[src/sv/wtm_pkg.sv]
package wtm_pkg;

  localparam int RamDepth = 128;
  localparam int RamAw = $clog2(RamDepth);
  localparam int IrqLimit = 32768;
  localparam int CntW = 15;

  typedef enum logic [2:0] {
    CMD_READ      = 3'd0,
    CMD_WRITE     = 3'd1,
    CMD_TICK      = 3'd2,
    CMD_PPU_XLATE = 3'd3,
    CMD_PRG_XLATE = 3'd4
  } cmd_e;

  typedef enum logic [2:0] {
    TGT_NONE    = 3'd0,
    TGT_PRG_ROM = 3'd1,
    TGT_CHR_ROM = 3'd2,
    TGT_CHR_RAM = 3'd3,
    TGT_CIRAM   = 3'd4
  } target_e;

  // decoded operation kinds
  typedef enum logic [3:0] {
    OP_NOP, OP_RD_PORT, OP_RD_CNT_LO, OP_RD_CNT_HI, OP_WR_PORT, OP_WR_CNT_LO,
    OP_WR_CNT_HI, OP_WR_CHR, OP_WR_NT, OP_WR_PRG0, OP_WR_PRG1, OP_WR_PRG2,
    OP_WR_PORTADDR, OP_TICK, OP_XL_CHR, OP_XL_NT
  } op_e;

  typedef struct packed {
    op_e        op;
    logic       prg_xl;
    logic [2:0] slot;
    logic [7:0] data;
  } uop_t;

  typedef struct packed {
    logic [7:0] read_data;
    logic       read_valid;
    logic       irq_line;
    logic [2:0] target;
    logic [7:0] bank;
  } res_t;

endpackage

[src/sv/wtm_front.sv]
module wtm_front (
  input  logic          clk_i,
  input  logic          rst_ni,
  input  logic          valid_i,
  output logic          ready_o,
  input  logic [2:0]    cmd_i,
  input  logic [15:0]   address_i,
  input  logic [7:0]    write_data_i,
  output logic          valid_o,
  input  logic          ready_i,
  output wtm_pkg::uop_t uop_o
);
  import wtm_pkg::*;

  uop_t uop_d, uop_q;
  logic valid_q;
  logic [4:0] a_hi;

  assign a_hi = address_i[15:11];

  // classify the item by command and address range
  always_comb begin
    uop_d = '0;
    uop_d.op = OP_NOP;
    uop_d.data = write_data_i;
    uop_d.slot = address_i[13:11];
    unique case (cmd_i)
      CMD_READ: begin
        if (a_hi == 5'h09) uop_d.op = OP_RD_PORT;
        else if (a_hi == 5'h0A) uop_d.op = OP_RD_CNT_LO;
        else if (a_hi == 5'h0B) uop_d.op = OP_RD_CNT_HI;
      end
      CMD_WRITE: begin
        if (a_hi == 5'h09) uop_d.op = OP_WR_PORT;
        else if (a_hi == 5'h0A) uop_d.op = OP_WR_CNT_LO;
        else if (a_hi == 5'h0B) uop_d.op = OP_WR_CNT_HI;
        else if (address_i[15:14] == 2'b10) uop_d.op = OP_WR_CHR;
        else if (address_i[15:13] == 3'b110) uop_d.op = OP_WR_NT;
        else if (a_hi == 5'h1C) uop_d.op = OP_WR_PRG0;
        else if (a_hi == 5'h1D) uop_d.op = OP_WR_PRG1;
        else if (a_hi == 5'h1E) uop_d.op = OP_WR_PRG2;
        else if (a_hi == 5'h1F) uop_d.op = OP_WR_PORTADDR;
      end
      CMD_TICK: uop_d.op = OP_TICK;
      CMD_PPU_XLATE: begin
        uop_d.slot = address_i[12:10];
        if (address_i[15:13] == 3'b000) uop_d.op = OP_XL_CHR;
        else if (address_i[15:12] == 4'h2) uop_d.op = OP_XL_NT;
      end
      CMD_PRG_XLATE: begin
        uop_d.prg_xl = address_i[15];
        uop_d.slot = {1'b0, address_i[14:13]};
      end
      default: uop_d.op = OP_NOP;
    endcase
  end

  assign ready_o = !valid_q || ready_i;
  assign valid_o = valid_q;
  assign uop_o = uop_q;

  // single stage decode register
  always_ff @(posedge clk_i or negedge rst_ni) begin
    if (!rst_ni) begin
      valid_q <= 1'b0;
    end else if (ready_o) begin
      valid_q <= valid_i;
    end
  end

  always_ff @(posedge clk_i) begin
    if (ready_o && valid_i) uop_q <= uop_d;
  end

endmodule

[src/sv/wtm_queue.sv]
module wtm_queue (
  input  logic          clk_i,
  input  logic          rst_ni,
  input  logic          valid_i,
  output logic          ready_o,
  input  wtm_pkg::uop_t uop_i,
  output logic          valid_o,
  input  logic          ready_i,
  output wtm_pkg::uop_t uop_o
);
  import wtm_pkg::*;

  uop_t mem_q [2];
  logic wp_q, rp_q;
  logic [1:0] cnt_q;
  logic push, pop;

  assign ready_o = cnt_q != 2'd2;
  assign valid_o = cnt_q != 2'd0;
  assign uop_o = mem_q[rp_q];
  assign push = valid_i && ready_o;
  assign pop = valid_o && ready_i;

  // two entry fifo pointers
  always_ff @(posedge clk_i or negedge rst_ni) begin
    if (!rst_ni) begin
      wp_q <= 1'b0;
      rp_q <= 1'b0;
      cnt_q <= 2'd0;
    end else begin
      if (push) wp_q <= !wp_q;
      if (pop) rp_q <= !rp_q;
      cnt_q <= cnt_q + 2'(push) - 2'(pop);
    end
  end

  always_ff @(posedge clk_i) begin
    if (push) mem_q[wp_q] <= uop_i;
  end

endmodule

[src/sv/wtm_back.sv]
module wtm_back (
  input  logic          clk_i,
  input  logic          rst_ni,
  input  logic          valid_i,
  output logic          ready_o,
  input  wtm_pkg::uop_t uop_i,
  output logic          valid_o,
  input  logic          ready_i,
  output wtm_pkg::res_t res_o
);
  import wtm_pkg::*;

  localparam logic [CntW-1:0] CntMax = CntW'(IrqLimit - 1);

  logic [7:0] ram_q [RamDepth];
  logic [RamAw-1:0] port_addr_q;
  logic port_inc_q;
  logic [CntW-1:0] cnt_q;
  logic irq_en_q, irq_pend_q;
  logic [7:0] chr_q [8];
  logic [7:0] nt_q [4];
  logic [5:0] prg_q [3];
  logic [1:0] ctl_q;

  // result stage: ram data read and late fields combined at the output
  logic valid_q;
  res_t res_q;
  logic sel_ram_q;
  logic [7:0] ram_rd_q;
  logic go;
  logic is_irq_wr;
  logic [CntW:0] cnt_inc;
  res_t res_d;
  logic [7:0] b;
  logic ctl;

  assign ready_o = !valid_q || ready_i;
  assign go = valid_i && ready_o;
  assign valid_o = valid_q;
  assign is_irq_wr = uop_i.op == OP_WR_CNT_LO || uop_i.op == OP_WR_CNT_HI;
  assign cnt_inc = {1'b0, cnt_q} + 1'b1;

  always_comb begin
    res_o = res_q;
    if (sel_ram_q) res_o.read_data = ram_rd_q;
  end

  // result fields that depend on current state
  always_comb begin
    res_d = '0;
    b = 8'h00;
    ctl = 1'b0;
    case (uop_i.op)
      OP_RD_CNT_LO: begin
        res_d.read_valid = 1'b1;
        res_d.read_data = cnt_q[7:0];
      end
      OP_RD_CNT_HI: begin
        res_d.read_valid = 1'b1;
        res_d.read_data = {1'b0, cnt_q[14:8]};
      end
      OP_RD_PORT: res_d.read_valid = 1'b1;
      OP_XL_CHR: begin
        b = chr_q[uop_i.slot];
        ctl = uop_i.slot[2] ? ctl_q[1] : ctl_q[0];
        res_d.target = (b >= 8'hE0 && !ctl) ? TGT_CHR_RAM : TGT_CHR_ROM;
        res_d.bank = b;
      end
      OP_XL_NT: begin
        b = nt_q[uop_i.slot[1:0]];
        if (b >= 8'hE0) begin
          res_d.target = TGT_CIRAM;
          res_d.bank = {7'd0, b[0]};
        end else begin
          res_d.target = TGT_CHR_ROM;
          res_d.bank = b;
        end
      end
      default: ;
    endcase
    if (uop_i.prg_xl) begin
      res_d.target = TGT_PRG_ROM;
      res_d.bank = (uop_i.slot[1:0] == 2'd3) ? 8'h3F : {2'b00, prg_q[uop_i.slot[1:0]]};
    end
    // irq line after this item
    if (is_irq_wr) res_d.irq_line = 1'b0;
    else if (uop_i.op == OP_TICK && irq_en_q && cnt_inc >= (CntW+1)'(IrqLimit))
      res_d.irq_line = 1'b1;
    else res_d.irq_line = irq_pend_q;
  end

  // control state
  always_ff @(posedge clk_i or negedge rst_ni) begin
    if (!rst_ni) begin
      valid_q <= 1'b0;
      port_addr_q <= '0;
      port_inc_q <= 1'b1;
      cnt_q <= '0;
      irq_en_q <= 1'b0;
      irq_pend_q <= 1'b0;
      ctl_q <= 2'b00;
      for (int i = 0; i < 8; i++) chr_q[i] <= 8'h00;
      for (int i = 0; i < 4; i++) nt_q[i] <= 8'h00;
      for (int i = 0; i < 3; i++) prg_q[i] <= 6'h00;
    end else begin
      if (ready_o) valid_q <= valid_i;
      if (go) begin
        irq_pend_q <= res_d.irq_line;
        case (uop_i.op)
          OP_RD_PORT, OP_WR_PORT: port_addr_q <= port_addr_q + RamAw'(port_inc_q);
          OP_WR_CNT_LO: cnt_q[7:0] <= uop_i.data;
          OP_WR_CNT_HI: begin
            cnt_q[14:8] <= uop_i.data[6:0];
            irq_en_q <= uop_i.data[7];
          end
          OP_WR_CHR: chr_q[uop_i.slot] <= uop_i.data;
          OP_WR_NT: nt_q[uop_i.slot[1:0]] <= uop_i.data;
          OP_WR_PRG0: prg_q[0] <= uop_i.data[5:0];
          OP_WR_PRG1: begin
            prg_q[1] <= uop_i.data[5:0];
            ctl_q <= uop_i.data[7:6];
          end
          OP_WR_PRG2: prg_q[2] <= uop_i.data[5:0];
          OP_WR_PORTADDR: begin
            port_addr_q <= uop_i.data[RamAw-1:0];
            port_inc_q <= uop_i.data[7];
          end
          OP_TICK: begin
            if (irq_en_q) begin
              if (cnt_inc >= (CntW+1)'(IrqLimit)) begin
                cnt_q <= CntMax;
                irq_en_q <= 1'b0;
              end else begin
                cnt_q <= cnt_inc[CntW-1:0];
              end
            end
          end
          default: ;
        endcase
      end
    end
  end

  // expansion ram, zeroed by a clearing pass after reset, one port per cycle
  logic [RamAw:0] clr_q;
  always_ff @(posedge clk_i or negedge rst_ni) begin
    if (!rst_ni) clr_q <= '0;
    else if (!clr_q[RamAw]) clr_q <= clr_q + 1'b1;
  end

  always_ff @(posedge clk_i) begin
    if (!clr_q[RamAw]) begin
      ram_q[clr_q[RamAw-1:0]] <= 8'h00;
    end else if (go && uop_i.op == OP_WR_PORT) begin
      ram_q[port_addr_q] <= uop_i.data;
    end
    if (go) begin
      ram_rd_q <= ram_q[port_addr_q];
      sel_ram_q <= uop_i.op == OP_RD_PORT;
      res_q <= res_d;
    end
  end

endmodule

[src/sv/wavetable_mapper_register_block.sv]
// Mapper register block: expansion ram port, cycle irq counter and bank
// registers for pattern, nametable and program space.
// Input channel s_axis carries one item per transfer: cmd, address and
// write_data. Each item gives exactly one result on m_axis: read_data,
// read_valid, irq_line, target and bank, in order.
// The result passes a decode register, then a two entry queue, then the
// execute stage whose output register holds the result. Throughput is one
// item per cycle while the receiver takes results and the ram clear is done;
// state updates in the execute stage and the next item sees them.
// After reset the bank registers, counter and irq state are zero, auto
// increment is set, and the expansion ram is cleared by a pass over its 128
// entries, during which s_axis_tready stays low.
// When the receiver stalls, the output register holds, the queue fills and
// then s_axis_tready drops; no item is lost or repeated.
module wavetable_mapper_register_block (
  input  logic        clk_i,
  input  logic        rst_ni,
  input  logic        s_axis_tvalid,
  output logic        s_axis_tready,
  input  logic [31:0] s_axis_tdata,  // cmd[2:0], address[18:3], write_data[26:19]
  output logic        m_axis_tvalid,
  input  logic        m_axis_tready,
  output logic [23:0] m_axis_tdata   // read_data, read_valid, irq_line, target, bank
);
  import wtm_pkg::*;

  uop_t f_uop, q_uop;
  res_t res;
  logic f_valid, f_ready, q_valid, q_ready, fe_ready;
  logic [RamAw:0] boot_q;
  logic booted;

  // input stall while the ram clear runs
  always_ff @(posedge clk_i or negedge rst_ni) begin
    if (!rst_ni) boot_q <= '0;
    else if (!boot_q[RamAw]) boot_q <= boot_q + 1'b1;
  end
  assign booted = boot_q[RamAw];
  assign s_axis_tready = fe_ready && booted;

  wtm_front u_front (
    .clk_i, .rst_ni,
    .valid_i(s_axis_tvalid && booted), .ready_o(fe_ready),
    .cmd_i(s_axis_tdata[2:0]), .address_i(s_axis_tdata[18:3]),
    .write_data_i(s_axis_tdata[26:19]),
    .valid_o(f_valid), .ready_i(f_ready), .uop_o(f_uop)
  );

  wtm_queue u_queue (
    .clk_i, .rst_ni,
    .valid_i(f_valid), .ready_o(f_ready), .uop_i(f_uop),
    .valid_o(q_valid), .ready_i(q_ready), .uop_o(q_uop)
  );

  wtm_back u_back (
    .clk_i, .rst_ni,
    .valid_i(q_valid), .ready_o(q_ready), .uop_i(q_uop),
    .valid_o(m_axis_tvalid), .ready_i(m_axis_tready), .res_o(res)
  );

  assign m_axis_tdata = {3'b000, res.bank, res.target, res.irq_line, res.read_valid,
                         res.read_data};

endmodule

[config.mk]
export PLATFORM = sky130hd
export DESIGN_NAME = wavetable_mapper_register_block
export DESIGN_NICKNAME = d
export VERILOG_FILES = /design/src/sv/wtm_pkg.sv /design/src/sv/wtm_front.sv /design/src/sv/wtm_queue.sv /design/src/sv/wtm_back.sv /design/src/sv/wavetable_mapper_register_block.sv
export SDC_FILE = /design/constraint.sdc
export NUM_CORES = 1
export LEC_CHECK = 0
export ABC_AREA = 1
export BUFFER_PORTS_ARGS = -buffer_cell sky130_fd_sc_hd__buf_2
export CAP_MARGIN = 25
export CORE_ASPECT_RATIO = 0.75
export CORE_MARGIN = 2
export CORE_UTILIZATION = 25
export CTS_BUF_LIST = sky130_fd_sc_hd__clkbuf_8 sky130_fd_sc_hd__clkbuf_16
export CTS_CLUSTER_DIAMETER = 30
export DETAILED_ROUTE_END_ITERATION = 10
export PLACE_DENSITY = 0.46
export SYNTH_ARGS = -nofsm -noshare
export SYNTH_HDL_FRONTEND = slang
export SYNTH_SLANG_ARGS = --single-unit
export TNS_END_PERCENT = 5
[constraint.sdc]
create_clock -name clk_i -period 9.1 [get_ports clk_i]
set_input_delay 0.91 -clock clk_i [delete_from_list [all_inputs] [get_ports clk_i]]
set_output_delay 0.91 -clock clk_i [all_outputs]
set_load 0.03 [all_outputs]
==> results_dict.tcl, run 1 <==
set metrics [dict create \
    use_met1 0.2191 \
    tns_ns 0 \
    drt-vias-per-instance 4.427 \
    rsz0062_at_grt "false" \
    die_h_microns 409.8 \
    grt_busiest_layer "met1" \
    place_inst 8189 \
    startpoint_type "register" \
    hold_buffers 1 \
    min_path_type "input pin to register" \
    synthSimpleGateAreaFrac 0.2117 \
    finalHoldViolations 0 \
    yosysUniqueCellTypes 48 \
    gp_congestion 0.8146 \
    port_buffers 43 \
    post_drt_wl_per_cell_microns 18.69 \
    drtIter0Drc 3678 \
    grt_pass1_vias 36730 \
    cts_buffers 220 \
    netlist_area_sq_um 54880 \
    postCtsSetupRepairBufs 0 \
    grt_use_total 0.1428 \
    fmax_mhz 201.0 \
    cts.sinks 1265 \
    ys_seq_elements 1265 \
    vias 38100 \
    syn_area_per_cell_sq_um 10.10 \
    seq_area_frac_synth 0.6774 \
    rows 148 \
    min_period_over_period 0.5467 \
    nNetsFinal 5536 \
    gr-total-overflow 0 \
    rr_startpoint "u_queue.rp_q" \
    critPathCaptureType "register" \
    p_leak_nw 25.62 \
    cts_tree "yes" \
    die_w_microns 545 \
    grt_max_degree 191 \
    grt_pass1_wl_microns 240500 \
    final_max_slew_viol_count 0 \
    synth_fa_ha_area_frac 0.001596 \
    cts_max_level 4 \
    synthMuxAreaShare 0.001824 \
    status "complete, no violations" \
    worstPathArrival_ns 5.42 \
    clock_skew_ns 0.05429 \
    maxCapViolCount 0 \
    yosysWarningCount 0 \
    synth_cells 5432 \
    synth-xor-area-share 0.004309 \
    synthFlopType "edfxtp_1" \
    ctsResizeCount 0 \
    path_max_fanout 27 \
    clockRootBuffer "clkbuf_16" \
    slew_headroom 0.2800 \
    met2_usage 0.2019 \
    p_per_area_nw_per_um2 316.9 \
    grtUsageMet3 0.02758 \
    peakVddDrop_v 0.0002279 \
    critPathKind "register to register" \
    cp-startpoint "u_queue.rp_q" \
    drt_wl_total_microns 160800 \
    synth_compound_area_frac 0.04565 \
    clk_latency_ns 0.86 \
    synth_edf_count 1102 \
    start_util 0.2522 \
    die-area_sq_um 223300 \
    syn_to_final_growth_pct 19.95 \
    antenna_left 0 \
    period_minus_slack_ns 4.975 \
    clk_pin_slew_ns 0.05 \
    worst_slew_pin_slew_ns 1.076 \
    ios 62 \
    drc 0 \
    grt_antenna_before_repair 1 \
    min_from "s_axis_tdata[20]" \
    instances_no_fill 8605 \
    drive_gt1_frac 0.09722 \
    core_sq_um 217600 \
    hpwl_microns 94300 \
    async_flop_share 0.1289 \
    finalSetupViolations 0 \
    first_pass_iters 6 \
    cts_max_path_buffers 3 \
    synth_top_family_by_area "simple AND/OR/NAND/NOR gates" \
    cp.required_ns 9.54 \
]
## report_power, final
group | switching (mW) | leakage [nW] | internal [mW] | total (mW)
Combinational | 4.28 | 12.1 | 1.49 | 5.76
Sequential | 0.277 | 9.76 | 6.61 | 6.89
Clock | 3.02 | 3.73 | 5.18 | 8.21
## kinds of logic after synthesis
| logic type | count (synthesis) |
|---|---|
| simple gates | 2859 |
| flops | 1265 |
| buf+inv | 807 |
| compound gates | 457 |
| xor+xnor | 27 |
| mux | 9 |
| fa+ha+maj | 7 |
| other cells | 1 |
## routing by layer
layer	vias to the layer above	wire length (microns)	part of all wire
met1	18700	80830	0.50
met4	0	2808	0.017
li1	18110	-	-
met2	1071	67210	0.42
met3	220	9997	0.062
met5	-	0	0
## placed cells by master, fill, tap and decap left out, drive strengths merged, types with 2 or more instances in the layout
cell type / synthesis / layout
a21oi: 53 / 53
a22oi: 5 / 5
a31oi: 12 / 12
and3: 4 / 4
buf: 91 / 116
bufinv: 0 / 24
clkbuf: 189 / 227
clkinv: 6 / 82
clkinvlp: 0 / 21
conb: 1 / 3
dfrtp: 162 / 162
diode: 0 / 2
edfxtp: 1102 / 1102
ha: 7 / 7
inv: 521 / 580
mux2: 8 / 8
nand2: 1603 / 1603
nand3: 496 / 496
nand4: 24 / 24
nor2: 712 / 712
nor3: 10 / 10
o211ai: 5 / 5
o21a: 37 / 37
o21ai: 331 / 331
o221ai: 2 / 2
o22ai: 8 / 8
o31ai: 2 / 2
or2: 9 / 9
xnor2: 6 / 6
xor2: 21 / 21
## layout make-up
class,count,area (sq um)
flip-flops and latches,1265,37180
diodes,2,5.005
clock buffers,227,5613
fillers,22380,151800
clock inverters,180,1867
multi-input cells,3362,14640
well taps,2925,3660
inverters,527,1996
repair buffers,117,858.3
## critical path, stage by stage, from the launching register on
cell and delay (ns):
dfrtp_1 0.32, buf_4 0.27, inv_1 0.29, nand2_1 0.12, nand2_1 0.23, inv_2 0.13, nand2_1 0.10, inv_4 0.17
nand3_4 0.45, o21ai_2 0.57, nand4_2 0.66, buf_4 0.47, nor2_1 0.75
## Yosys cell counts, types with 12 or more instances
library cell	number	area, sq um
a21oi_1	53	265.3
a31oi_1	12	75.07
buf_1	47	176.4
buf_2	19	95.09
buf_4	24	180.2
clkbuf_1	189	709.4
dfrtp_1	162	4054
edfxtp_1	1102	33090
inv_1	517	1941
nand2_1	1588	5961
nand2_2	13	81.33
nand3_1	495	2477
nand4_1	16	100.1
nor2_1	704	2643
o21a_1	37	277.8
o21ai_0	316	1582
xor2_1	21	183.9
## registers in the layout, indices dropped and copies added, names as in the netlist, 7 cells and up
register,flops
u_back.ram_q,1024
u_front.uop_o,16
u_back.res_o,13
u_queue.mem_q,32
u_back.port_addr_q,7
u_back.clr_q,8
boot_q,8
u_back.res_q,8
u_back.cnt_q,15
u_back.ram_rd_q,8
u_back.chr_q,64
u_back.prg_q,18
u_back.nt_q,32
## stage by stage
step	utilization	total power, mW	cell area (sq um)	hold slack, ns	setup WS (ns)
after floorplan	-	10.56	54890	0.4215	3.648
after global placement	0.2678	12.76	58260	0.4264	4.126
after detailed placement	0.2678	12.74	58270	0.4328	4.143
after CTS	0.3022	21.01	65760	0.1566	4.098
after global routing	0.3025	21.94	65820	0.1823	3.838
final	0.3025	20.86	65820	0.2287	4.125
## worst paths after layout
| kind | endpoint | slack [ns] | cells past startpoint |
|---|---|---|---|
| setup / recovery | u_back.ram_q[20][5] | 4.12 | 12 |
| hold / removal | u_front.uop_o[1] | 0.23 | 1 |
| setup reg to reg | u_back.ram_q[20][5] | 4.12 | 12 |
| hold reg to reg | u_queue.mem_q[0][13] | 0.44 | 0 |
| max in group asynchronous | u_back.nt_q[9] | 6.52 | 4 |
| min in group asynchronous | u_back.cnt_q[6] | 0.58 | 2 |
Power figures use the tool's default switching activity.
==> inputs of run 2 (changes only) <==
Clock period 9.1 ns to 4.6 ns, I/O delays scaled along.
==> run 2 against run 1 <==
Cell area increased by 2.9%. Clock-buffer cell count increased by 19. Register-to-register slack got worse by 3.7 ns. Worst setup slack got worse by 3.7 ns. Global-route usage increased by 0.38 points. First-iteration DRC count decreased by 0.60%. Hold slack got worse by 0.17 ns. Sequential power increased by 99%. Non-clock buffer count increased by 96. Largest cell class unchanged. Largest power group unchanged.
==> results_dict.tcl, run 2 (synthesized netlist as in run 1, its figures left out) <==
set metrics [dict create \
    postCtsSetupRepairBufs 0 \
    die_h_microns 409.8 \
    layout_common_cells "nand2_1 (1588), edfxtp_1 (1102), nor2_1 (695)" \
    first_pass_iters 5 \
    drive_gt1_frac 0.1182 \
    ctsResizeCount 0 \
    final_max_slew_viol_count 0 \
    die_w_microns 545 \
    drt-vias-per-instance 4.437 \
    slew_headroom 0.3675 \
    grt_pass1_vias 37410 \
    gp_congestion 0.8251 \
    antenna_left 0 \
    critPathKind "register to register" \
    drt_wl_total_microns 165700 \
    min_period_over_period 0.9068 \
    post_drt_wl_per_cell_microns 18.96 \
    largest_reg_flops 1024 \
    clk_pin_slew_ns 0.05 \
    cp.required_ns 5.03 \
    die-area_sq_um 223300 \
    grt_use_total 0.1466 \
    drc 0 \
    core_sq_um 217600 \
    path_max_fanout 20 \
    reg.largest.list "u_back.ram_q (1024), u_back.chr_q (64)" \
    finalHoldViolations 0 \
    rows 148 \
    startpoint_type "register" \
    clock_skew_ns 0.07901 \
    finish.utilization 0.3114 \
    hold_buffers 15 \
    place_inst 8274 \
    cts_max_path_buffers 4 \
    largest_register "u_back.ram_q" \
    nNetsFinal 5655 \
    syn_to_final_growth_pct 23.48 \
    peakVddDrop_v 0.0003428 \
    p_leak_nw 26.56 \
    drtIter0Drc 3656 \
    clk_latency_ns 0.86 \
    min_path_type "input pin to register" \
    status "complete, no violations" \
    instances_no_fill 8740 \
    maxCapViolCount 0 \
    seqCellArea_sq_um 37180 \
    gr-total-overflow 0 \
    critPathCaptureType "register" \
    start_util 0.2522 \
    cts_tree "yes" \
    vias 38780 \
    cts.sinks 1265 \
    grt_antenna_before_repair 9 \
    port_buffers 43 \
    ios 62 \
    p_per_area_nw_per_um2 643.2 \
    worst_slew_pin_slew_ns 0.9452 \
    power_mw 43.59 \
    grt_max_degree 133 \
    clockRootBuffer "clkbuf_16" \
    rsz0062_at_grt "false" \
    fillers 22290 \
    worstPathArrival_ns 4.61 \
    finalSetupViolations 0 \
    cts_max_level 4 \
    multi_input_area_sq_um 14630 \
    grt_pass1_wl_microns 246000 \
    hpwl_microns 99770 \
    cts_buffers 243 \
    period_minus_slack_ns 4.171 \
    layout_commonest_cell "nand2_1" \
    fmax_mhz 239.7 \
]
run 2: final timing paths:
| path | startpoint | to | slack [ns] | depth (start not counted) |
|---|---|---|---|---|
| worst max-delay path | u_queue.rp_q | u_back.ram_q[9][3] | 0.43 | 13 |
| min in group asynchronous | rst_ni | u_back.chr_q[19] | 0.26 | 2 |
| worst min-delay path | s_axis_tdata[18] | u_front.uop_o[11] | 0.06 | 3 |
| worst min register to register | u_front.uop_o[13] | u_queue.mem_q[0][13] | 0.44 | 0 |
| max in group asynchronous | rst_ni | u_back.nt_q[6] | 3.30 | 3 |
| worst max register to register | u_queue.rp_q | u_back.ram_q[9][3] | 0.43 | 13 |
run 2: critical path: stages (launching register included):
cell and delay [ns]:
dfrtp_1 0.71, inv_1 0.12, nand2_1 0.09, nand2_1 0.20
inv_2 0.13, nand2_1 0.10, inv_4 0.15, nand3_4 0.30
nand2_1 0.23, o21ai_4 0.14, inv_1 0.25, nand4_2 0.30
buf_4 0.37, nor2_1 0.60
run 2: stage by stage:
stage | hold slack, ns | setup slack (ns) | setup TNS, ns | area [sq um]
final | 0.05660 | 0.4289 | 0 | 67770
after CTS | 0.01518 | 0.4715 | 0 | 67740
after floorplan | 0.1644 | -0.4798 | -368.46 | 54890
after detailed placement | 0.4337 | 0.5044 | 0 | 59220
after global routing | 0.05392 | 0.1064 | 0 | 67770
after global placement | 0.4290 | 0.5836 | 0 | 59220
run 2: power by group:
part / leakage (nW) / switching, mW / internal (mW) / total [mW]
clock: 4.12 / 6.20 / 11.8 / 18.0
combinational: 12.7 / 8.75 / 3.17 / 11.9
sequential: 9.76 / 0.570 / 13.1 / 13.7
total: 26.6 / 15.5 / 28.1 / 43.6
run 2: final cells by class:
class / instances / share of cell area
diodes: 1 / 0.00003693
clock buffers: 246 / 0.09068
clock inverters: 201 / 0.03288
inverters: 527 / 0.02945
multi-input cells: 3362 / 0.2159
flip-flops and latches: 1265 / 0.5487
well taps: 2925 / 0.05401
repair buffers: 213 / 0.02838
run 2: routing by layer:
metal | GRT usage | share of wire
met4 | 0.03675 | 0.019
met1 | 0.2312 | 0.51
met5 | 0 | 0.00016
met3 | 0.02703 | 0.067
met2 | 0.2016 | 0.40
